## src/design/cpc_pkg.sv

```systemverilog
`timescale 1ns / 1ps
// ----------------------------------------------------------------------------
// cpc_pkg
// Shared constants and types of the contact penetration correction block.
// ----------------------------------------------------------------------------
package cpc_pkg;

  localparam int POS_W       = 32;
  localparam int NORM_W      = 16;
  localparam int NORM_FRAC   = 14;
  localparam int SHARE_FRAC  = 16;
  localparam int REG_W       = 17;
  localparam int MASS_W      = 32;
  localparam int CFG_IDX_W   = 2;
  localparam int QUEUE_DEPTH = 4;

  localparam logic [REG_W-1:0] SLOP_RESET  = 17'd655;
  localparam logic [REG_W-1:0] SHARE_RESET = 17'd52429;

  localparam logic [CFG_IDX_W-1:0] CFG_SLOP  = 2'd0;
  localparam logic [CFG_IDX_W-1:0] CFG_SHARE = 2'd1;

  typedef enum logic [1:0] {
    ST_CORRECTED   = 2'd0,
    ST_BOTH_STATIC = 2'd1,
    ST_IN_SLOP     = 2'd2,
    ST_ZERO_SUM    = 2'd3
  } cpc_status_t;

  // Classified contact, as handed from the front to the back.
  typedef struct packed {
    logic [2:0][POS_W-1:0]  pos_a;
    logic [2:0][POS_W-1:0]  pos_b;
    logic [3*NORM_W-1:0]    normal;
    logic [MASS_W-1:0]      inv_mass_a;
    logic [MASS_W:0]        mass_sum;
    logic [POS_W-1:0]       scaled;
    cpc_status_t            status;
    logic                   static_a;
    logic                   static_b;
  } cpc_item_t;

  typedef struct packed {
    logic      valid;
    cpc_item_t item;
  } cpc_link_t;

endpackage

```

## src/design/cpc_front.sv

```systemverilog
`timescale 1ns / 1ps
// ----------------------------------------------------------------------------
// cpc_front
// Accepts contacts, holds the configuration and classifies each item:
// penetration past slop, scaled correction, inverse-mass sum and status.
// ----------------------------------------------------------------------------
module cpc_front (
  input  logic                                clk,
  input  logic                                rst,
  input  logic                                in_valid,
  output logic                                in_ready,
  input  logic signed [cpc_pkg::POS_W-1:0]    pos_a_x,
  input  logic signed [cpc_pkg::POS_W-1:0]    pos_a_y,
  input  logic signed [cpc_pkg::POS_W-1:0]    pos_a_z,
  input  logic signed [cpc_pkg::POS_W-1:0]    pos_b_x,
  input  logic signed [cpc_pkg::POS_W-1:0]    pos_b_y,
  input  logic signed [cpc_pkg::POS_W-1:0]    pos_b_z,
  input  logic [3*cpc_pkg::NORM_W-1:0]        normal_packed,
  input  logic signed [cpc_pkg::POS_W-1:0]    depth,
  input  logic [cpc_pkg::MASS_W-1:0]          inv_mass_a,
  input  logic [cpc_pkg::MASS_W-1:0]          inv_mass_b,
  input  logic                                static_a,
  input  logic                                static_b,
  input  logic                                cfg_valid,
  output logic                                cfg_ready,
  input  logic [cpc_pkg::CFG_IDX_W-1:0]       cfg_index,
  input  logic [cpc_pkg::REG_W-1:0]           cfg_data,
  input  logic                                q_full,
  output cpc_pkg::cpc_link_t                  push
);

  localparam int PW = cpc_pkg::POS_W;
  localparam int RW = cpc_pkg::REG_W;
  localparam int MW = cpc_pkg::MASS_W;
  localparam int PEN_W = PW + 1;
  localparam int PROD_W = (PW - 1) + RW;

  logic [RW-1:0]          slop;
  logic [RW-1:0]          share;

  logic                   f1_valid;
  logic [2:0][PW-1:0]     f1_pos_a;
  logic [2:0][PW-1:0]     f1_pos_b;
  logic [3*cpc_pkg::NORM_W-1:0] f1_normal;
  logic [MW-1:0]          f1_ima;
  logic [MW-1:0]          f1_imb;
  logic                   f1_sa;
  logic                   f1_sb;
  logic [PEN_W-1:0]       f1_pen;

  logic [PEN_W-1:0]       pen_in;
  logic [PROD_W-1:0]      scale_prod;
  logic [MW:0]            mass_sum;
  logic                   pen_pos;
  cpc_pkg::cpc_status_t   status_c;

  assign cfg_ready = 1'b1;

  always_ff @(posedge clk) begin
    if (rst) begin
      slop  <= cpc_pkg::SLOP_RESET;
      share <= cpc_pkg::SHARE_RESET;
    end else if (cfg_valid) begin
      if (cfg_index == cpc_pkg::CFG_SLOP) begin
        slop <= cfg_data;
      end else if (cfg_index == cpc_pkg::CFG_SHARE) begin
        share <= cfg_data;
      end
    end
  end

  assign in_ready = !f1_valid || !q_full;
  assign pen_in   = {depth[PW-1], depth} - {{(PEN_W-RW){1'b0}}, slop};

  always_ff @(posedge clk) begin
    if (rst) begin
      f1_valid <= 1'b0;
    end else if (in_ready) begin
      f1_valid <= in_valid;
    end
  end

  always_ff @(posedge clk) begin
    if (in_valid && in_ready) begin
      f1_pos_a  <= {pos_a_z, pos_a_y, pos_a_x};
      f1_pos_b  <= {pos_b_z, pos_b_y, pos_b_x};
      f1_normal <= normal_packed;
      f1_ima    <= inv_mass_a;
      f1_imb    <= inv_mass_b;
      f1_sa     <= static_a;
      f1_sb     <= static_b;
      f1_pen    <= pen_in;
    end
  end

  // A positive penetration never exceeds 2^31 - 1, so its low bits carry it.
  assign pen_pos    = !f1_pen[PEN_W-1] && (f1_pen != '0);
  assign scale_prod = PROD_W'(f1_pen[PW-2:0]) * PROD_W'(share);
  assign mass_sum   = {1'b0, f1_ima} + {1'b0, f1_imb};

  always_comb begin
    if (f1_sa && f1_sb) begin
      status_c = cpc_pkg::ST_BOTH_STATIC;
    end else if (!pen_pos) begin
      status_c = cpc_pkg::ST_IN_SLOP;
    end else if (!f1_sa && !f1_sb && (mass_sum == '0)) begin
      status_c = cpc_pkg::ST_ZERO_SUM;
    end else begin
      status_c = cpc_pkg::ST_CORRECTED;
    end
  end

  always_comb begin
    push.valid           = f1_valid && !q_full;
    push.item.pos_a      = f1_pos_a;
    push.item.pos_b      = f1_pos_b;
    push.item.normal     = f1_normal;
    push.item.inv_mass_a = f1_ima;
    push.item.mass_sum   = mass_sum;
    push.item.scaled     = scale_prod[cpc_pkg::SHARE_FRAC +: PW];
    push.item.status     = status_c;
    push.item.static_a   = f1_sa;
    push.item.static_b   = f1_sb;
  end

endmodule

```

## config.mk

```make
export PLATFORM = sky130hd
export DESIGN_NAME = cpc_front
export DESIGN_NICKNAME = d
export VERILOG_FILES = /design/src/design/cpc_pkg.sv /design/src/design/cpc_front.sv
export SDC_FILE = /design/constraint.sdc
export NUM_CORES = 2
export LEC_CHECK = 0
export ABC_AREA = 0
export BUFFER_PORTS_ARGS = -buffer_cell sky130_fd_sc_hd__buf_4
export CORE_AREA = 3 3 275 277
export DETAILED_ROUTE_END_ITERATION = 12
export DIE_AREA = 0 0 278 280
export GPL_TIMING_DRIVEN = 0
export PLACE_DENSITY = 0.66
export SYNTH_ARGS = -nofsm -noshare
export SYNTH_HDL_FRONTEND = slang
export SYNTH_SLANG_ARGS = --single-unit
```

## constraint.sdc

```tcl
create_clock -name clk -period 11.95 [get_ports clk]
set_input_delay 1.195 -clock clk [delete_from_list [all_inputs] [get_ports clk]]
set_output_delay 1.195 -clock clk [all_outputs]
set_load 0.005 [all_outputs]
```

==> qor_table.md <==
| Item | This run |
| --- | --- |
| Capturing instance or port of the critical path | push[34] |
| Number of nets produced by synthesis | 3729 |
| Critical path class | flip-flop to primary output |
| Sink count of the clock tree | 374 |
| Share of async-settable or async-resettable flops after synthesis | 0 |
| XOR/XNOR share of the synthesized area | 0.02247 |
| Reg2reg end | f1_pen[19] |
| Average wire per cell in the routed design | 27.28 um |
| Leakage power total | 17.77 nW |
| Met3 Wirelength | 18080 um |
| Detailed-route DRC error count | 0 |
| Min Clock Period, post-route | 9.849 ns |
| Sequential standard cell area | 10880 um^2 |
| Number of DRC markers after the initial detailed-route iteration | 1819 |
| Final number of hold-violating endpoints | 0 |
| Maximum clock rate | 0.1015 GHz |
| Synth Area in Compound Gates | 0.05357 |
| Distinct cell type count after synthesis | 70 |
| Slack of the critical path | 2.101 ns |
| Fraction of the mapped netlist area in adder cells | 0.3553 |
| Startpoint kind of the worst setup timing path | flip-flop |
| Number of flops mapped to enable cells by yosys | 339 |
| Min-delay worst type | flip-flop to flip-flop |
| Overall die area | 77840 um^2 |
| Max-cap violations | 0 |
| Post-CTS Resized | 0 |
| Worst endpoint data arrival time | 8.65 ns |
| Maximum number of pins on one net before global-route repair | 74 |
| Cell type with the highest aggregate area in the netlist | sky130_fd_sc_hd__edfxtp_1 |
| Count of nets after finishing | 4480 |
| Clock transition time at the flip-flop clock pins of the worst setup and hold paths | 0.06 ns |
| Final core area utilization | 0.5252 |
| Simple-gate portion of the synthesized area | 0.1319 |
| VDD IR-drop max | 478.9 uV |
| Total Power | 13.30 mW |
| Number of vias per cell | 5.145 |
| Share of Yosys cell area claimed by the top area cell type | 0.3348 |
| Number of buffers added to fix hold violations after cts | 0 |
| Actual slew at the worst max-slew pin | 1.257 ns |
| Number of buffers added on ports | 703 |
| Post-synth top flop | sky130_fd_sc_hd__edfxtp_1 |
| Estimated wirelength of the detail-placed design | 106500 um |
| Setup TNS | 0 ns |
| Global-route wire length before repair | 172900 um |
| Detail Route Antenna Nets | 0 |
| TritonCTS clock tree | built |
| Sort of element at the end of the critical path | primary output |
| Clock Path Buffers | 3 |
| Total CTS buffers | 41 |
| Internal reg-to-reg setup slack | 8.51 ns |
| Top-count cell post-synth | sky130_fd_sc_hd__inv_1 |
| Global router's overall resource usage | 0.3157 |
| Crit share post-route | 0.8241 |
| Iteration count of the initial detailed-routing pass | 5 |
| Total of flip-flops plus latches after synthesis | 374 |
| Initial antenna violation count | 18 |
| Gate Count Post-Synth | 2764 |
| H-tree Lvls | 2 |
| Die Y-Extent | 280 um |
| Root buffer cell | sky130_fd_sc_hd__clkbuf_16 |
| Worst r2r path cells | 13 |
| Area growth from synthesis to layout | 26.22% |
| Critical path peak fanout | 10 |
| Ports | 706 |
| Final hold slack | 0.4574 ns |
| Remaining Overflow, GRT | 0 |
| Required @ worst endpoint | 10.76 ns |
| Global placer's final weighted congestion | 1.007 |
| Via count | 23200 |
| # Post-CTS Setup Buffers | 0 |
| Synthesized area per cell | 11.00 um^2 |
| Count of yosys warnings during synthesis | 0 |
| Post-synth design cell area | 30410 um^2 |
| Met2 wire length | 54540 um |
| Clk_skew | 0.02942 ns |
| Portion of the post-synthesis area used by sequential elements | 0.3578 |
| Core area | 73080 um^2 |
| Fraction of final layout cells sized beyond drive strength 1 | 0.2283 |
| Post-detailed-routing wire length | 123000 um |
| Area taken by multi-input logic gates | 17130 um^2 |
| Remaining max-slew budget at the tightest pin | 0.1511 |
| Setup slack after placement | 2.617 ns |
| Endpoints failing setup | 0 |
| Proportion of synthesized area in mux cells | 0 |
| Fill count | 6630 |
| Width of the die | 278 um |
| Initial core utilization | 0.4161 |
| Insertion delay to the later sink of the worst-skew pair | 0.57 ns |
| Number of pins with negative max-slew slack in the final report | 0 |
| Wire length on met1 | 46630 um |
| Power density over the cells | 346.5 nW/um^2 |
| Setup repair after global routing missed its margin | false |
| Top layer reached by signal wires | met5 |
| Result of the run | finished, final reports clean |
| Placement Rows | 99 |
| Vias in the first global route | 23840 |
| Largest family of logic cells by synthesized area | adder cells |
| Worst setup startpoint | f1_pen[12] |
| Leading post-synthesis cells by cell area | sky130_fd_sc_hd__edfxtp_1 (33%), sky130_fd_sc_hd__fa_1 (29%), sky130_fd_sc_hd__ha_1 (7.0%) |
| Most frequent cells after synthesis | sky130_fd_sc_hd__inv_1 (509), sky130_fd_sc_hd__fa_1 (434), sky130_fd_sc_hd__nand2_1 (419) |
| Launching point of the worst reg2reg path | slop[1] |
==> placed cells by master (no fill, tap or decap), types with 9 or more instances in the layout <==
cell / instances
sky130_fd_sc_hd__a211oi_1: 9
sky130_fd_sc_hd__a21o_1: 34
sky130_fd_sc_hd__a21oi_1: 80
sky130_fd_sc_hd__and2_1: 220
sky130_fd_sc_hd__and3_1: 9
sky130_fd_sc_hd__buf_4: 706
sky130_fd_sc_hd__clkbuf_1: 122
sky130_fd_sc_hd__clkbuf_16: 41
sky130_fd_sc_hd__clkinv_2: 12
sky130_fd_sc_hd__dfxtp_1: 35
sky130_fd_sc_hd__edfxtp_1: 339
sky130_fd_sc_hd__fa_1: 434
sky130_fd_sc_hd__ha_1: 169
sky130_fd_sc_hd__inv_1: 509
sky130_fd_sc_hd__nand2_1: 419
sky130_fd_sc_hd__nand3_1: 21
sky130_fd_sc_hd__nand3b_1: 13
sky130_fd_sc_hd__nor2_1: 61
sky130_fd_sc_hd__nor2b_1: 9
sky130_fd_sc_hd__nor3_1: 24
sky130_fd_sc_hd__nor4_1: 13
sky130_fd_sc_hd__o21a_1: 13
sky130_fd_sc_hd__o21ai_0: 27
sky130_fd_sc_hd__or3_1: 11
sky130_fd_sc_hd__xnor2_1: 47
sky130_fd_sc_hd__xor2_1: 31
==> state kept, by name, summed over array words and instances (netlist names) <==
| register | count |
|---|---|
| f1_imb | 32 |
| push | 192 |
| f1_valid | 1 |
| f1_sa | 1 |
| slop | 17 |
| f1_ima | 32 |
| share | 17 |
| f1_pen | 33 |
| f1_normal | 48 |
| f1_sb | 1 |
==> per-stage QoR <==
stage | cell area (um^2) | cells
5_1_grt | 38380 | 4508
2_1_floorplan | 30410 | 2764
4_1_cts | 38380 | 4507
3_3_place_gp | 36890 | 4426
3_5_place_dp | 37030 | 4431
6_report | 38380 | 4509
==> cells by family after synthesis <==
group | after synthesis
and+or+nand+nor | 834
buffers and inverters | 635
adders and majority gates | 603
DFF | 374
AOI/OAI and AO/OA | 239
xor gates and xnor gates | 78
other | 1
==> routing by layer <==
metal	GRT usage	vias to the layer above
met3	0.1766	205
met4	0.08109	20
met5	0	-
met1	0.3865	11630
li1	-	10220
met2	0.4842	1118
==> critical path, stage by stage (launching register included) <==
cell	delay, ns
sky130_fd_sc_hd__edfxtp_1	0.31
sky130_fd_sc_hd__clkbuf_1	0.53
sky130_fd_sc_hd__clkbuf_1	0.55
sky130_fd_sc_hd__nand2_1	0.17
sky130_fd_sc_hd__fa_1	0.59
sky130_fd_sc_hd__fa_1	0.51
sky130_fd_sc_hd__fa_1	0.55
sky130_fd_sc_hd__inv_1	0.05
sky130_fd_sc_hd__fa_1	0.57
sky130_fd_sc_hd__fa_1	0.44
sky130_fd_sc_hd__fa_1	0.47
sky130_fd_sc_hd__ha_1	0.37
sky130_fd_sc_hd__o211ai_1	0.12
sky130_fd_sc_hd__a31oi_1	0.19
sky130_fd_sc_hd__o311ai_2	0.18
sky130_fd_sc_hd__o31ai_1	0.85
sky130_fd_sc_hd__a2111o_1	0.34
sky130_fd_sc_hd__nand2_2	0.10
sky130_fd_sc_hd__o21a_4	0.26
sky130_fd_sc_hd__a21boi_2	0.26
sky130_fd_sc_hd__a211o_1	0.20
sky130_fd_sc_hd__a21oi_1	0.08
sky130_fd_sc_hd__xnor2_1	0.21
sky130_fd_sc_hd__buf_4	0.20
==> layout make-up <==
class / count / area share
multi-input cells: 1755 / 0.4463
repair buffers: 708 / 0.1411
clock buffers: 46 / 0.02748
clock inverters: 30 / 0.007726
diodes: 2 / 0.0001304
well taps: 959 / 0.03126
plain buffers: 126 / 0.01275
inverters: 509 / 0.04978
flip-flops and latches: 374 / 0.2835
==> worst min path at each step <==
stage	start	endpoint	slack [ns]	cells past startpoint
floorplan	slop[10]	slop[10]	0.44	2
global placement	slop[4]	slop[4]	0.44	2
detailed placement	slop[11]	slop[11]	0.45	2
CTS	slop[11]	slop[11]	0.46	2
global route	slop[12]	slop[12]	0.47	2
finish	slop[11]	slop[11]	0.46	2
==> where the power goes <==
| group | switching, mW | internal, mW | total [mW] |
|---|---|---|---|
| clock network | 0.555 | 0.731 | 1.29 |
| registers | 0.0933 | 1.52 | 1.62 |
| logic | 5.42 | 4.98 | 10.4 |
| total | 6.07 | 7.23 | 13.3 |
Power figures use the tool's default switching activity.
