--- config.mk ---
export PLATFORM = sky130hd
export DESIGN_NAME = cpc_queue
export DESIGN_NICKNAME = d
export VERILOG_FILES = /design/src/design/cpc_pkg.sv /design/src/design/cpc_queue.sv
export SDC_FILE = /design/constraint.sdc
export NUM_CORES = 1
export LEC_CHECK = 0
export BUFFER_PORTS_ARGS = -buffer_cell sky130_fd_sc_hd__buf_2
export CAP_MARGIN = 20
export CORE_UTILIZATION = 57
export DETAILED_ROUTE_END_ITERATION = 7
export HOLD_SLACK_MARGIN = 0.1
export PLACE_DENSITY = 0.89
export SLEW_MARGIN = 20
export SYNTH_ARGS = -nofsm -noshare
export SYNTH_HDL_FRONTEND = slang
export SYNTH_SLANG_ARGS = --single-unit
--- constraint.sdc ---
create_clock -name clk -period 12.3 [get_ports clk]
set_clock_uncertainty 0.1 [all_clocks]
set_input_delay 1.23 -clock clk [delete_from_list [all_inputs] [get_ports clk]]
set_output_delay 1.23 -clock clk [all_outputs]
set_load 0.01 [all_outputs]
--- src/design/cpc_pkg.sv ---
`timescale 1ns / 1ps
// ----------------------------------------------------------------------------
// cpc_pkg
// Shared constants and types of the contact penetration correction block.
// ----------------------------------------------------------------------------
package cpc_pkg;

  localparam int POS_W       = 32;
  localparam int NORM_W      = 16;
  localparam int NORM_FRAC   = 14;
  localparam int SHARE_FRAC  = 16;
  localparam int REG_W       = 17;
  localparam int MASS_W      = 32;
  localparam int CFG_IDX_W   = 2;
  localparam int QUEUE_DEPTH = 4;

  localparam logic [REG_W-1:0] SLOP_RESET  = 17'd655;
  localparam logic [REG_W-1:0] SHARE_RESET = 17'd52429;

  localparam logic [CFG_IDX_W-1:0] CFG_SLOP  = 2'd0;
  localparam logic [CFG_IDX_W-1:0] CFG_SHARE = 2'd1;

  typedef enum logic [1:0] {
    ST_CORRECTED   = 2'd0,
    ST_BOTH_STATIC = 2'd1,
    ST_IN_SLOP     = 2'd2,
    ST_ZERO_SUM    = 2'd3
  } cpc_status_t;

  // Classified contact, as handed from the front to the back.
  typedef struct packed {
    logic [2:0][POS_W-1:0]  pos_a;
    logic [2:0][POS_W-1:0]  pos_b;
    logic [3*NORM_W-1:0]    normal;
    logic [MASS_W-1:0]      inv_mass_a;
    logic [MASS_W:0]        mass_sum;
    logic [POS_W-1:0]       scaled;
    cpc_status_t            status;
    logic                   static_a;
    logic                   static_b;
  } cpc_item_t;

  typedef struct packed {
    logic      valid;
    cpc_item_t item;
  } cpc_link_t;

endpackage

--- src/design/cpc_queue.sv ---
`timescale 1ns / 1ps
// ----------------------------------------------------------------------------
// cpc_queue
// Short first-in first-out queue of classified items between front and back.
// ----------------------------------------------------------------------------
module cpc_queue #(
  parameter int DEPTH = cpc_pkg::QUEUE_DEPTH  // 2 or more
) (
  input  logic               clk,
  input  logic               rst,
  input  cpc_pkg::cpc_link_t push,
  output logic               full,
  output cpc_pkg::cpc_link_t head,
  input  logic               pop
);

  localparam int PTR_W = $clog2(DEPTH);
  localparam int CNT_W = $clog2(DEPTH + 1);

  cpc_pkg::cpc_item_t mem [DEPTH];
  logic [PTR_W-1:0]   wr_ptr;
  logic [PTR_W-1:0]   rd_ptr;
  logic [CNT_W-1:0]   count;
  logic               do_pop;

  assign full       = (count == CNT_W'(DEPTH));
  assign head.valid = (count != '0);
  assign head.item  = mem[rd_ptr];
  assign do_pop     = pop && head.valid;

  always_ff @(posedge clk) begin
    if (push.valid) begin
      mem[wr_ptr] <= push.item;
    end
  end

  always_ff @(posedge clk) begin
    if (rst) begin
      wr_ptr <= '0;
      rd_ptr <= '0;
      count  <= '0;
    end else begin
      if (push.valid) begin
        wr_ptr <= (wr_ptr == PTR_W'(DEPTH - 1)) ? '0 : wr_ptr + 1'b1;
      end
      if (do_pop) begin
        rd_ptr <= (rd_ptr == PTR_W'(DEPTH - 1)) ? '0 : rd_ptr + 1'b1;
      end
      case ({push.valid, do_pop})
        2'b10:   count <= count + 1'b1;
        2'b01:   count <= count - 1'b1;
        default: count <= count;
      endcase
    end
  end

endmodule

==> results.cfg, run 1 <==
[finish]
final_util = 0.685
syn2layout_area_growth_pct = 18.1
final.fill_count = 4945
multiInputGateArea_um2 = 7940
final-instance-count-excl-fill = 3899
final_area_um2 = 58700
post_route_cells_drive_above_1_share = 0.458
sequential_cell_area_in_the_final_layout_um2 = 41100
number_of_nets_in_the_finished_design = 2949

[clocking]
htree_levels = 4
tritoncts = done
clk_pin_slew_ns = 0.06
hold_buffers = 0
clock_latency_ns = 0.73
cts_resized = 0
cts_max_path_buffers = 3
total_cts_buffers = 133
cts_num_sinks = 1373
clockRootBuffer = sky130_fd_sc_hd__clkbuf_16
post-cts-setup-buffer-count = 0

[placement]
port_buffers = 687
dp_slack_ns = 7.52
place.detailed.instances = 3604
gp_congestion = 0.810
detailedPlacementHpwl_um = 67400
placed_cell_area_um2 = 54200

[global_routing]
number_of_global_route_vias_before_repair = 25300
antenna_found_initial = 56
maximum_number_of_pins_on_one_net_before_global_route_repair = 160
overflow = 0
globalRouteTotalUtil = 0.272
grt_first_pass_wirelength_um = 172000

[synth]
yosysWarningCount = 0
synth_top_family_by_area = multiplexers
yosys.area_share.simple = 0.00169
synth.lib_cells_used.distinct = 20
synth-compound-area-share = 0.000655
yosysSeqAreaShare = 0.828
ys_seq_elements = 1373
synth-xor-area-share = 0.000353
synth.mux.area_fraction = 0.155
syn-instance-count = 1830
ys_async_sr_fraction = 0
synthAdderAreaFrac = 0.00191
synth_area_per_cell_um2 = 27.1
synth.cell_area_um2 = 49700
synth-edff-count = 1364
synthFlopType = sky130_fd_sc_hd__edfxtp_1
synth.net_count = 2182

[detailed_routing]
drtAntennaViolNets = 0
drt_first_iter_violations = 2691
detail_route.wirelength_um = 122000
detailedRoute.firstPassIterationCount = 7
drc = 0
avgRoutedWirePerCell_um = 31.4
dr_total_vias = 23900
drt-vias-per-instance = 6.13

[run_status]
run_status = completed

[die]
number_of_top_level_design_ports = 688
dieWidth_um = 297
chipHeight_um = 297
floorplan.initialDensity = 0.580
die_area_um2 = 88300
placement_rows = 107
fp.coreArea_um2 = 85700

[setup_path]
reg2reg_depth = 5
critPathLaunchType = flop
cp-end-kind = output port
critPathArrivalTime_ns = 4.24
cp.required_ns = 10.97
critical_path_class = reg -> out
crit_path_max_fanout = 71

[timing]
hold_viol_final = 0
report.final.slew_viol_count = 0
min_period_ns = 5.57
timing.setup.tns_ns = 0
period_utilization = 0.453
maxClockFrequency_ghz = 0.179
setup-violations-final = 0
slew-limit-headroom = 0.186
tightest_slew_ns = 1.22
finalWorstSetupSlack_ns = 6.73
fin_hold_ws_ns = 0.428
grt_setup_unrepaired = no

[pwr]
p_leak_nw = 19.4
report.power.total_mw = 11.3
power-per-cell-area_nw_per_um2 = 193
power.ir.vdd_worst_uv = 167

[run]
max_cap_violations = 0

[worst_hold_path]
whs_path_depth = 2
worstHoldPathType = reg -> reg
==> cell usage after synthesis, drive strengths merged, types with 2 or more instances <==
cell | n | area (um2)
ha | 6 | 75.1
mux4 | 341 | 7680
a21oi | 4 | 20.0
or3 | 3 | 18.8
nor2 | 6 | 22.5
inv | 7 | 26.3
mux2i | 2 | 20.0
clkbuf | 8 | 30.0
and2 | 4 | 25.0
buf | 68 | 547
dfxtp | 9 | 180
xor2 | 2 | 17.5
edfxtp | 1364 | 41000
==> cell usage in the layout (no fill, tap or decap) <==
cell                         netlist  routed
sky130_fd_sc_hd__edfxtp_1       1364    1364
sky130_fd_sc_hd__buf_2            35     687
sky130_fd_sc_hd__mux4_2          341     341
sky130_fd_sc_hd__clkbuf_16         0     138
sky130_fd_sc_hd__diode_2           0      56
sky130_fd_sc_hd__clkinv_1          0      30
sky130_fd_sc_hd__clkbuf_1          8      26
sky130_fd_sc_hd__clkinv_2          0      14
sky130_fd_sc_hd__buf_4             0      11
sky130_fd_sc_hd__bufinv_16         0      10
sky130_fd_sc_hd__inv_1             7       7
sky130_fd_sc_hd__inv_6             0       7
sky130_fd_sc_hd__dfxtp_1           9       7
sky130_fd_sc_hd__buf_12            0       7
sky130_fd_sc_hd__nor2_1            6       6
sky130_fd_sc_hd__ha_1              6       6
sky130_fd_sc_hd__clkinvlp_4        0       5
sky130_fd_sc_hd__and2_4            0       4
sky130_fd_sc_hd__a21oi_1           4       4
sky130_fd_sc_hd__or3_1             3       3
sky130_fd_sc_hd__xor2_1            2       2
sky130_fd_sc_hd__mux2i_1           2       2
sky130_fd_sc_hd__dfxtp_4           0       2
sky130_fd_sc_hd__inv_16            0       2
sky130_fd_sc_hd__clkinv_8          0       2
sky130_fd_sc_hd__clkbuf_8          0       2
sky130_fd_sc_hd__buf_16            0       2
sky130_fd_sc_hd__o31ai_1           1       1
sky130_fd_sc_hd__and3_1            1       1
sky130_fd_sc_hd__nor3b_1           1       1
sky130_fd_sc_hd__nand2_1           1       1
sky130_fd_sc_hd__o21ai_0           1       1
sky130_fd_sc_hd__fa_1              1       1
sky130_fd_sc_hd__clkinv_4          0       1
sky130_fd_sc_hd__buf_6            33       1
==> cells by family (layout without fill, tap and decap cells) <==
kind of cell / after synthesis / count (layout)
other: 0 / 56
buffers and inverters: 83 / 952
muxes: 343 / 343
and+or+nand+nor: 16 / 16
xor gates and xnor gates: 2 / 2
adders and majority gates: 7 / 7
DFF: 1373 / 1373
AOI/OAI and AO/OA: 6 / 6
==> critical path: stages (launching register included) <==
cell and delay, ns:
sky130_fd_sc_hd__dfxtp_4 0.85, sky130_fd_sc_hd__buf_4 0.90, sky130_fd_sc_hd__buf_4 0.97, sky130_fd_sc_hd__mux4_2 0.49
sky130_fd_sc_hd__buf_2 0.17
==> final timing paths <==
kind / startpoint / to / slack, ns
worst max-delay path: flop / head[23] / 6.73
worst min-delay path: count[2]$_SDFFE_PP0P_ / count[2]$_SDFFE_PP0P_ / 0.43
worst max register to register: wr_ptr[0]$_SDFFE_PP0P_ / mem[2][286]$_DFFE_PP_ / 8.47
worst min register to register: count[2]$_SDFFE_PP0P_ / count[2]$_SDFFE_PP0P_ / 0.43
==> state kept, by name, indices dropped and copies added, names as in the netlist, named ones only <==
name,count
mem,1364
count,3
rd_ptr,2
wr_ptr,2
==> layout make-up <==
class,count,share of cell area
diodes,56,0.00239
repair buffers,708,0.0635
multi-input cells,374,0.135
inverters,7,0.000448
well taps,1144,0.0244
flip-flops and latches,1373,0.702
clock inverters,71,0.0113
clock buffers,166,0.0610
==> power breakdown <==
group	switching (mW)	internal, mW	leakage [nW]
logic	1.03	0.864	4.77
registers	0.0920	5.35	12.6
clock network	1.72	2.28	2.06
==> per-layer routing <==
metal  vias to the layer above  track usage  routed length, um
met5                         -            0                114
met4                        18        0.142               6000
met3                       317       0.0781              11100
met2                      1566        0.475              66300
met1                     12400        0.304              38800
li1                       9590            -                  -
(Power assumes the default switching activity.)
==> run 2, diff against run 1 <==
--- a/config.mk
+++ b/config.mk
@@ -7,10 +7,10 @@
 export LEC_CHECK = 0
 export BUFFER_PORTS_ARGS = -buffer_cell sky130_fd_sc_hd__buf_2
 export CAP_MARGIN = 20
-export CORE_UTILIZATION = 57
+export CORE_UTILIZATION = 51
 export DETAILED_ROUTE_END_ITERATION = 7
 export HOLD_SLACK_MARGIN = 0.1
-export PLACE_DENSITY = 0.89
+export PLACE_DENSITY = 0.85
 export SLEW_MARGIN = 20
 export SYNTH_ARGS = -nofsm -noshare
 export SYNTH_HDL_FRONTEND = slang
==> constraint.sdc (replaced) <==
create_clock -name clk -period 4.5 [get_ports clk]
set_clock_uncertainty 0.1 [all_clocks]
set_input_delay 0.45 -clock clk [delete_from_list [all_inputs] [get_ports clk]]
set_output_delay 0.45 -clock clk [all_outputs]
set_load 0.01 [all_outputs]
==> results.cfg, run 2 (synthesis results as in run 1) <==
[clocking]
clockRootBuffer = sky130_fd_sc_hd__clkbuf_16
total_cts_buffers = 135
tritoncts = done
post-cts-setup-buffer-count = 0
cts_num_sinks = 1373
htree_levels = 4
clk_pin_slew_ns = 0.06
cts_max_path_buffers = 3
clock_latency_ns = 0.76

[setup_path]
reg2reg_depth = 8
flop2flop_setup_slack_ns = 1.90
critPathLaunchType = flop
cp.required_ns = 3.95
crit_path_max_fanout = 54
cp-end-kind = output port
critPathArrivalTime_ns = 3.00
cp_capture_point = head[106]
rr_startpoint = count[2]$_SDFFE_PP0P_
critical_path_class = reg -> out
rr_endpoint = count[2]$_SDFFE_PP0P_

[die]
fp.coreArea_um2 = 96600
die_area_um2 = 98600
floorplan.initialDensity = 0.514
placement_rows = 114
number_of_top_level_design_ports = 688
chipHeight_um = 314
dieWidth_um = 314

[timing]
hold_viol_final = 0
min_period_ns = 3.55
setup-violations-final = 0
report.final.slew_viol_count = 0
period_utilization = 0.789
timing.setup.tns_ns = 0
tightest_slew_ns = 1.12
maxClockFrequency_ghz = 0.282
slew-limit-headroom = 0.252
grt_setup_unrepaired = no
finalWorstSetupSlack_ns = 0.951

[pwr]
power.ir.vdd_worst_uv = 646
p_leak_nw = 21.3
power-per-cell-area_nw_per_um2 = 510

[finish]
largest_register = mem
largest_register_ffs = 1364
final_cell_mix = sky130_fd_sc_hd__edfxtp_1 (1364), sky130_fd_sc_hd__buf_2 (687), sky130_fd_sc_hd__dlygate4sd3_1 (344), sky130_fd_sc_hd__mux4_2 (341), sky130_fd_sc_hd__clkbuf_16 (140)
post_route_cells_drive_above_1_share = 0.418
number_of_nets_in_the_finished_design = 3357
syn2layout_area_growth_pct = 26.8
top_regs = mem: 1364 flops, count: 3 flops
final-instance-count-excl-fill = 4399
layout.cells.most_common = sky130_fd_sc_hd__edfxtp_1

[placement]
detailedPlacementHpwl_um = 71100
port_buffers = 687
dp_slack_ns = 1.74
gp_congestion = 0.808
place.detailed.instances = 3799

[global_routing]
number_of_global_route_vias_before_repair = 28100
overflow = 0
grt_first_pass_wirelength_um = 189000
maximum_number_of_pins_on_one_net_before_global_route_repair = 116
globalRouteTotalUtil = 0.267
antenna_found_initial = 11

[detailed_routing]
detail_route.wirelength_um = 134000
avgRoutedWirePerCell_um = 30.6
drt_first_iter_violations = 3015
drtAntennaViolNets = 0
drt-vias-per-instance = 6.03
dr_total_vias = 26500
drc = 0
detailedRoute.firstPassIterationCount = 5

[run]
max_cap_violations = 0

[run_status]
run_status = completed

[worst_hold_path]
worstHoldPathType = in -> reg
==> run 2: cell types whose count changed in the layout (fill, tap and decap cells not counted), sizes merged, moves of 6 or more <==
cell | before | now
dlygate4sd3 | 0 | 344
diode | 56 | 13
buf | 708 | 770
bufinv | 10 | 17
clkinv | 47 | 54
clkbuf | 166 | 160
==> run 2: power by group <==
group	internal, mW	switching (mW)
Clock	6.67	4.90
Combinational	2.66	3.01
Sequential	14.6	0.278
Total	24.0	8.19
==> run 2: area by class of cell <==
type	count	area, um2
multi-input combinational	374	7940
clock buffer	160	3580
timing repair buffer	1114	7790
inverter	7	26.3
tap	1276	1600
clock inverter	82	868
antenna	13	32.5
fill	5632	33600
sequential	1373	41100
==> run 2: worst max-delay path: stages (launching register included) <==
cell and delay [ns]:
sky130_fd_sc_hd__dfxtp_4 0.85, sky130_fd_sc_hd__buf_12 0.43, sky130_fd_sc_hd__mux4_2 0.62, sky130_fd_sc_hd__buf_2 0.17
==> run 2: layer usage <==
| metal | routed length, um | global-route usage |
|---|---|---|
| met4 | 6320 | 0.126 |
| met3 | 13200 | 0.0658 |
| met5 | 19 | 0 |
| met2 | 71800 | 0.472 |
| met1 | 43100 | 0.306 |
==> run 2: through the flow <==
step	total power [mW]	utilization	instance area [um2]	hold slack (ns)
6_report	32.1	0.652	63000	0.341
5_1_grt	33.0	0.652	63000	0.325
4_1_cts	32.0	0.652	62900	0.299
3_5_place_dp	20.3	0.570	55000	0.396
3_3_place_gp	20.1	0.570	55000	0.366
2_1_floorplan	18.4	-	49700	0.356
==> run 2: how the worst min path moves through the flow <==
stage,cells past startpoint,start,endpoint
after floorplan,2,rd_ptr[0]$_SDFFE_PP0N_,flop
after global placement,2,rd_ptr[0]$_SDFFE_PP0N_,flop
after detailed placement,2,rd_ptr[0]$_SDFFE_PP0N_,flop
after CTS,2,push[179],mem[0][179]$_DFFE_PP_
after global routing,2,push[209],mem[0][209]$_DFFE_PP_
final,2,push[209],mem[1][209]$_DFFE_PP_
==> run 2: timing repair <==
item	4_1_cts	5_1_grt
hold buffers	344	0
endpoints found under the hold margin	1373	0
endpoints found under the setup margin	0	0
gates resized for setup	0	0
==> run 3, diff against run 2 <==
--- a/config.mk
+++ b/config.mk
@@ -7,10 +7,10 @@
 export LEC_CHECK = 0
 export BUFFER_PORTS_ARGS = -buffer_cell sky130_fd_sc_hd__buf_2
 export CAP_MARGIN = 20
-export CORE_UTILIZATION = 51
+export CORE_UTILIZATION = 57
 export DETAILED_ROUTE_END_ITERATION = 7
 export HOLD_SLACK_MARGIN = 0.1
-export PLACE_DENSITY = 0.85
+export PLACE_DENSITY = 0.89
 export SLEW_MARGIN = 20
 export SYNTH_ARGS = -nofsm -noshare
 export SYNTH_HDL_FRONTEND = slang
==> constraint.sdc (replaced) <==
create_clock -name clk -period 3.6 [get_ports clk]
set_clock_uncertainty 0.1 [all_clocks]
set_input_delay 0.36 -clock clk [delete_from_list [all_inputs] [get_ports clk]]
set_output_delay 0.36 -clock clk [all_outputs]
set_load 0.01 [all_outputs]
==> results.cfg, run 3 (synthesis results as in run 1) <==
[setup_path]
cp.required_ns = 3.14
critical_path_class = reg -> out
cp-end-kind = output port
critPathLaunchType = flop
crit_path_max_fanout = 39
critPathArrivalTime_ns = 2.81
flop2flop_setup_slack_ns = 1.24

[die]
floorplan.initialDensity = 0.580
dieWidth_um = 297
die_area_um2 = 88300
fp.coreArea_um2 = 85700
chipHeight_um = 297
placement_rows = 107
number_of_top_level_design_ports = 688

[clocking]
tritoncts = done
clock_latency_ns = 0.73
clockRootBuffer = sky130_fd_sc_hd__clkbuf_16
cts_resized = 0
clk_pin_slew_ns = 0.07
total_cts_buffers = 133
cts_max_path_buffers = 3
post-cts-setup-buffer-count = 0
htree_levels = 4
cts_num_sinks = 1373

[detailed_routing]
avgRoutedWirePerCell_um = 33.9
dr_total_vias = 27100
drtAntennaViolNets = 0
drt-vias-per-instance = 6.36
drt_first_iter_violations = 3382
drc = 0
detail_route.wirelength_um = 145000
detailedRoute.firstPassIterationCount = 5

[pwr]
p_leak_nw = 21.3
power-per-cell-area_nw_per_um2 = 639
power.ir.vdd_worst_uv = 628

[finish]
layout.cells.most_common = sky130_fd_sc_hd__edfxtp_1
largest_register_ffs = 1364
final_cell_mix = sky130_fd_sc_hd__edfxtp_1 (1364), sky130_fd_sc_hd__buf_2 (687), sky130_fd_sc_hd__dlygate4sd3_1 (344), sky130_fd_sc_hd__mux4_2 (341), sky130_fd_sc_hd__clkbuf_16 (135)
final.fill_count = 4429
syn2layout_area_growth_pct = 26.5
post_route_cells_drive_above_1_share = 0.422
final_util = 0.733
top_regs = mem: 1364 flops, count: 3 flops
largest_register = mem
number_of_nets_in_the_finished_design = 3361

[timing]
grt_setup_unrepaired = no
fin_hold_ws_ns = 0.284
setup-violations-final = 0
report.final.slew_viol_count = 0
slew-limit-headroom = 0.481
min_period_ns = 3.27
timing.setup.tns_ns = 0
tightest_slew_ns = 0.778
period_utilization = 0.909
maxClockFrequency_ghz = 0.306
finalWorstSetupSlack_ns = 0.327
hold_viol_final = 0

[placement]
gp_congestion = 0.815
detailedPlacementHpwl_um = 75000
port_buffers = 687
dp_slack_ns = 1.07

[run]
max_cap_violations = 0

[global_routing]
globalRouteTotalUtil = 0.329
antenna_found_initial = 11
maximum_number_of_pins_on_one_net_before_global_route_repair = 84
overflow = 0
grt_first_pass_wirelength_um = 206000
number_of_global_route_vias_before_repair = 28900

[worst_hold_path]
worstHoldPathType = in -> reg

[run_status]
run_status = completed
==> run 3: where the power goes <==
group / internal (mW) / switching, mW
clock network: 8.01 / 6.12
registers: 18.3 / 0.338
logic: 3.42 / 3.97
==> run 3: final timing paths <==
| path | start | endpoint | depth (start not counted) |
|---|---|---|---|
| setup / recovery | flop | head[198] | 3 |
| hold / removal | push[74] | mem[3][74]$_DFFE_PP_ | 2 |
| setup reg to reg | count[0]$_SDFFE_PP0P_ | count[2]$_SDFFE_PP0P_ | 8 |
| hold reg to reg | rd_ptr[0]$_SDFFE_PP0N_ | flop | 2 |
==> run 3: repair_timing <==
item / 4_1_cts / 5_1_grt
hold buffers: 344 / 0
hold endpoints to repair: 1377 / 0
setup endpoints to repair: 0 / 0
==> run 3: metal layers <==
layer	track usage	vias up	share of wire
li1	-	10400	-
met1	0.372	13800	0.31
met2	0.579	2489	0.53
met3	0.0817	486	0.11
met4	0.173	6	0.057
met5	0	-	0.00024
==> run 3: worst max-delay path, stage by stage, from the launching register on <==
cell and delay (ns):
sky130_fd_sc_hd__dfxtp_4 0.85, sky130_fd_sc_hd__buf_4 0.56, sky130_fd_sc_hd__mux4_2 0.43, sky130_fd_sc_hd__buf_2 0.17
==> run 3: cell type report <==
cell class	instances	area, um2	area share
Clock inverter	80	818	0.0130
Antenna cell	16	40.0	0.000637
Clock buffer	151	3440	0.0547
Multi-Input combinational cell	374	7940	0.126
Tap cell	1144	1430	0.0228
Inverter	7	26.3	0.000418
Sequential cell	1373	41100	0.655
Timing Repair Buffer	1120	7990	0.127
==> run 3: per-stage QoR <==
stage	instance area, um2	power, mW	instances
after floorplan	49700	23.0	1830
after global placement	55100	25.3	3674
after detailed placement	55100	25.6	3674
after CTS	62800	39.8	4249
after global routing	62800	41.0	4259
final	62800	40.1	4265
